### src/design/sgr_pkg.sv
// Shared types, codes and constants of the sandpile grid relaxer.
package sgr_pkg;

	localparam int CMD_W   = 2;
	localparam int COL_W   = 6;
	localparam int ROW_W   = 6;
	localparam int AMT_W   = 8;
	localparam int VAL_W   = 8;
	localparam int SWEEP_W = 16;

	localparam int DEF_GRID_WIDTH  = 64;
	localparam int DEF_GRID_HEIGHT = 64;

	localparam logic [VAL_W-1:0] TOPPLE_LEVEL = 8'd4;

	localparam logic [CMD_W-1:0] CMD_ADD  = 2'd0;
	localparam logic [CMD_W-1:0] CMD_STAB = 2'd1;
	localparam logic [CMD_W-1:0] CMD_READ = 2'd2;

	typedef enum logic [2:0] {
		OP_NONE,
		OP_CLEAR,
		OP_LOAD,
		OP_RD_ISSUE,
		OP_RD_DONE,
		OP_SW_INIT,
		OP_SW_STEP,
		OP_SW_END
	} dp_op_t;

	typedef struct packed {
		logic clear_last;
		logic req_stab;
		logic region_empty;
		logic sweep_last;
		logic moved;
		logic out_free;
	} dp_stat_t;

endpackage

### src/design/sgr_ctrl.sv
// Controller state machine: sequences clear, add, read and sweep operations.
module sgr_ctrl import sgr_pkg::*; (
	input  logic     clk,
	input  logic     arst_n,
	input  logic     in_valid,
	output logic     in_ready,
	input  dp_stat_t stat,
	output dp_op_t   op
);
	typedef enum logic [2:0] {
		S_CLEAR,
		S_IDLE,
		S_RD,
		S_RD_WAIT,
		S_SW_INIT,
		S_SW_RUN,
		S_SW_END
	} state_t;

	state_t state_q;
	state_t state_d;

	always_comb begin
		state_d  = state_q;
		op       = OP_NONE;
		in_ready = 1'b0;
		unique case (state_q)
			S_CLEAR: begin
				op = OP_CLEAR;
				if (stat.clear_last) state_d = S_IDLE;
			end
			S_IDLE: begin
				in_ready = 1'b1;
				if (in_valid) begin
					op      = OP_LOAD;
					state_d = stat.req_stab ? S_SW_INIT : S_RD;
				end
			end
			S_RD: begin
				op      = OP_RD_ISSUE;
				state_d = S_RD_WAIT;
			end
			S_RD_WAIT: begin
				// hold the read data until the result slot frees up
				if (stat.out_free) begin
					op      = OP_RD_DONE;
					state_d = S_IDLE;
				end
			end
			S_SW_INIT: begin
				op      = OP_SW_INIT;
				state_d = stat.region_empty ? S_SW_END : S_SW_RUN;
			end
			S_SW_RUN: begin
				op = OP_SW_STEP;
				if (stat.sweep_last) state_d = S_SW_END;
			end
			S_SW_END: begin
				op      = OP_SW_END;
				state_d = stat.moved ? S_SW_INIT : S_RD;
			end
			default: state_d = S_IDLE;
		endcase
	end

	always_ff @(posedge clk or negedge arst_n) begin
		if (!arst_n) begin
			state_q <= S_CLEAR;
		end else begin
			state_q <= state_d;
		end
	end
endmodule

### config.mk
export PLATFORM = sky130hd
export DESIGN_NAME = sgr_ctrl
export DESIGN_NICKNAME = d
export VERILOG_FILES = /design/src/design/sgr_pkg.sv /design/src/design/sgr_ctrl.sv
export SDC_FILE = /design/constraint.sdc
export NUM_CORES = 1
export LEC_CHECK = 0
export ABC_AREA = 1
export BUFFER_PORTS_ARGS = -buffer_cell sky130_fd_sc_hd__buf_2
export CORE_AREA = 2 2 39 41
export CTS_CLUSTER_DIAMETER = 30
export DETAILED_ROUTE_END_ITERATION = 8
export DIE_AREA = 0 0 41 43
export PLACE_DENSITY_LB_ADDON = 0.1
export RECOVER_POWER = 100
export SYNTH_ARGS = -nofsm -noshare
export SYNTH_HDL_FRONTEND = slang
export SYNTH_SLANG_ARGS = --single-unit
### constraint.sdc
create_clock -name clk -period 2.9 [get_ports clk]
set_clock_uncertainty 0.15 [all_clocks]
set_input_delay 0.145 -clock clk [delete_from_list [all_inputs] [get_ports clk]]
set_output_delay 0.145 -clock clk [all_outputs]
set_load 0.05 [all_outputs]
# Yosys cells after proc, flatten, opt, wreduce, memory -nomap -nowiden
# Index checks and enable logic that the tools add are counted.
op_classes:
  n_mux: 12
  eq_ne: 10
  n_reduce_logical: 2
ops:
  columns: ["op", "n"]
  rows:
  - ["$pmux W3 S7", 2]
  - ["$mux W3", 7]
  - ["$eq A3 B3 Y1 const B", 3]
  - ["$ne A2 B2 Y1 const B", 4]
  - ["$eq A3 B2 Y1 const B", 2]
  - ["$mux W2", 2]
  - ["$reduce_and A4 Y1", 1]
  - ["$eq A3 B1 Y1 const B", 1]
  - ["$logic_not A3 Y1", 1]
  - ["$mux W1", 1]
totals:
  output_inout_bits: 4
  in_bits: 9
  elab_cells: 25
  regBits: 3

# Logic depth before layout (Yosys ltp)
logic_depth:
  depth_word: 3
  depth_mapped: 8
  depth_no_buf: 7

# Worst setup path after synthesis
# No wires, ideal clock.
synth_timing:
  path_kind: "register -> output"
  start: "register state_q[1]"
  end: "output op[1]"
  t_required_ps: 2605
  n_path_buf: 1
  path_stages_with_launch: 5
  slack_ps: 917
  arrival_time_ps: 1688
  path_cell_list: "dfrtp_1 buf_6 inv_2 nand2_1 o21ai_0"
synth_between:
  elab_chain_len: 2
  word_cells_on_any_way: 8
  classes_between: "6 x eq/ne; 1 x mux; 1 x reduce/logical"
synth_lines:
  columns: ["element", "line_no", "text"]
  rows:
  - ["start, declared", "sgr_ctrl.sv:20", "state_t state_q;"]
  - ["start signal, assigned", "sgr_ctrl.sv:70", "state_q <= state_d;"]
  - ["$eq A3 B3 Y1, or another cell as far along", "sgr_ctrl.sv:27", "unique case (state_q)"]
  - ["$pmux W3 S7 (*)", "sgr_ctrl.sv:27", null]
  - ["end, declared", "sgr_ctrl.sv:8", "output dp_op_t op"]
# Mark *: on every way between the ends. The rest lies on a longest branch, timed or not.

# Worst setup path after layout
layout_timing:
  start: "register state_q[2]"
  end: "output op[2]"
# Same word-level chain as after synthesis.

==> summary.txt <==
Top flop regs -> state_q (3)
R2R depth -> 7
Synthesized Nets -> 61
Final #Nets -> 77
Largest delay share family, worst path -> buffers and inverters
Vias in the first global route -> 283
Rows -> 14
Overflow after GRT -> 0
TritonCTS Buffers -> 3
DR vias -> 365
GPL Wtd Cong -> 0.725
Number of diodes -> 0
Clk sinks -> 3
Critical path class -> reg -> out
Post-synthesis register bit count -> 3
Cells after synthesis -> 52
IO Port Bufs -> 12
Placeable Area -> 1380 um^2
Element type at the critical path end -> output pin
# setup viols final -> 0
Setup TNS -> 0 ps
Die extent in x -> 41 um
Minimum clock period after layout -> 1920 ps
Post-synth ARST share -> 100%
Final Hold Vio Count -> 0
Leak -> 0.216 nW
Number of I/O pins -> 13
Synth Flop Type -> dfrtp_1
Final clock period utilization by the worst path -> 66.2%
Total of max-cap violations -> 0
IR drop worst, VDD -> 0.312 mV
Share of cells above drive strength 1 -> 28.4%
Worst-Margin Slew -> 595 ps
Max Fanout on Critical Path -> 11
Beginning of the worst hold path -> stat[2]
Ys Warns -> 0
Unique masters post-synth -> 14
Clock root buffer master -> clkbuf_4
Slew Limit Headroom -> 60.5%
First DRT Iteration DRCs -> 9
First-pass GRT wire length -> 1.26 mm
Most common cell after layout, fill and taps aside -> nand2_1
Final Max Slew Viols -> 0
Pwr dens -> 1260 nW/um^2
Sequential share of the synthesized area -> 23.2%
Final WL -> 822 um
Syn Area/Cell -> 6.23 um^2
Filler instances -> 169
Slowest-stage cell, CP -> dfrtp_1
Crit-path cells -> inv_1 -> nand2_1 -> nand2_1 -> o21ai_0 -> inv_1 -> clkbuf_1
Placed cell count -> 78
Post-synth EDFFs -> 0
Total GRT Usage -> 10.9%
Full die area -> 1760 um^2
Critical path startpoint category -> register
Most frequent cells in the layout -> nand2_1 (16), buf_2 (7), nor2_1 (6), clkbuf_1 (6)
Worst-Skew Late Latency -> 230 ps
Area Growth Syn to Fin -> 25.5%
Hold depth -> 4
Run status -> complete, no violations
Setup slack at placement -> 1450 ps
Power Total -> 514 uW
Max reg flops -> 3
Worst hold endpoint -> state_q[2]$_DFFE_PN0P_
Post-Layout Cell Count -> 83
Max Root-Sink Buffers -> 2
Die height -> 43 um
CP peak stage delay -> 500 ps
Initial antenna violation count -> 0
Setup ws final -> 981 ps
Unrepaired setup endpoints after global routing -> false
CP Buf/Inv Count -> 3
Drt drc -> 0
Largest register by flop count -> state_q
CTS H-tree depth -> 1
WL per Instance -> 9.90 um
Largest net degree at the start of global routing -> 12
R2r endpoint -> state_q[1]$_DFFE_PN0P_
Initial core utilization -> 23.4%
Critical path arrival -> 1620 ps
Drt via density -> 4.40
CTS clk-pin slew, worst paths -> 40 ps
F_max -> 521 MHz
Post-detail-place hpwl -> 638 um
Worst hold path type -> in -> reg
TritonRoute pass-1 iters -> 3
R2R Setup Slk -> 1450 ps
CTS tree -> built
Synthesized area -> 324 um^2
WP data required -> 2610 ps
DRT antenna net count -> 0
Worst r2r src -> state_q[2]$_DFFE_PN0P_
[layer usage]
layer | wire [um] | GRT usage (%) | vias up
met5 | 0 | 0 | -
met4 | 17 | 6.00 | 0
met3 | 13 | 1.57 | 2
met2 | 405 | 14.4 | 6
met1 | 386 | 16.4 | 163
li1 | - | - | 194
[synthesized netlist by cell type, types with 2 or more instances]
cell / count / area share (%)
nand2_1: 15 / 17
nand2_2: 5 / 9.7
nor2_1: 5 / 5.8
nand3_1: 4 / 6.2
dfrtp_1: 3 / 23
inv_1: 3 / 3.5
inv_2: 3 / 3.5
nand4_1: 3 / 5.8
o21ai_0: 3 / 4.6
buf_6: 2 / 6.9
nand3b_1: 2 / 4.6
nor2_2: 2 / 3.9
[layout make-up]
| cell class | count | area (um^2) | area share (%) |
|---|---|---|---|
| multi-input cells | 41 | 199 | 48.9 |
| flip-flops and latches | 3 | 75.1 | 18.5 |
| repair buffers | 13 | 63.8 | 15.7 |
| clock buffers | 4 | 26.3 | 6.46 |
| inverters | 6 | 22.5 | 5.54 |
| well taps | 16 | 20.0 | 4.92 |
[logic make-up after synthesis]
kind of cell	after synthesis	share of synthesized area [%]
and+or+nand+nor	37	56.8
buffers and inverters	8	13.9
DFF	3	23.2
AOI/OAI and AO/OA	4	6.17
[stage by stage]
stage	area [um^2]	util [%]	hold WS, ps
2_1_floorplan	324	-	-301
3_3_place_gp	382	27.6	-206
3_5_place_dp	382	27.6	-206
4_1_cts	418	30.2	40.2
5_1_grt	407	29.4	58.7
6_report	407	29.4	30.7
[power breakdown]
part | internal (mW) | switching [mW]
clock network | 0.0516 | 0.0217
registers | 0.0611 | 0.0465
logic | 0.0852 | 0.248
[worst reg2reg max path: stages, from the launching register on]
cell and delay [ps]:
dfrtp_1 550, inv_1 160, nor2_1 140, nand2_2 70
nand2_1 80, nor2_1 70, nand2_1 60, nand2_1 50
[worst max-delay path by stage]
stage	startpoint	cells after the start	end
floorplan	state_q[1]$_DFFE_PN0P_	4	op[1]
global route	state_q[2]$_DFFE_PN0P_	6	op[2]
CTS	state_q[2]$_DFFE_PN0P_	6	op[2]
finish	state_q[2]$_DFFE_PN0P_	6	op[2]
detailed placement	state_q[2]$_DFFE_PN0P_	6	op[2]
global placement	state_q[2]$_DFFE_PN0P_	6	op[2]
[timing repair]
item	CTS	global route
hold buffers	1	0
buffers inserted	0	0
gates resized for setup	0	0
endpoints found under the hold margin	3	0
setup endpoints to repair	0	0
Note: power is estimated with default switching activity, not from simulation.
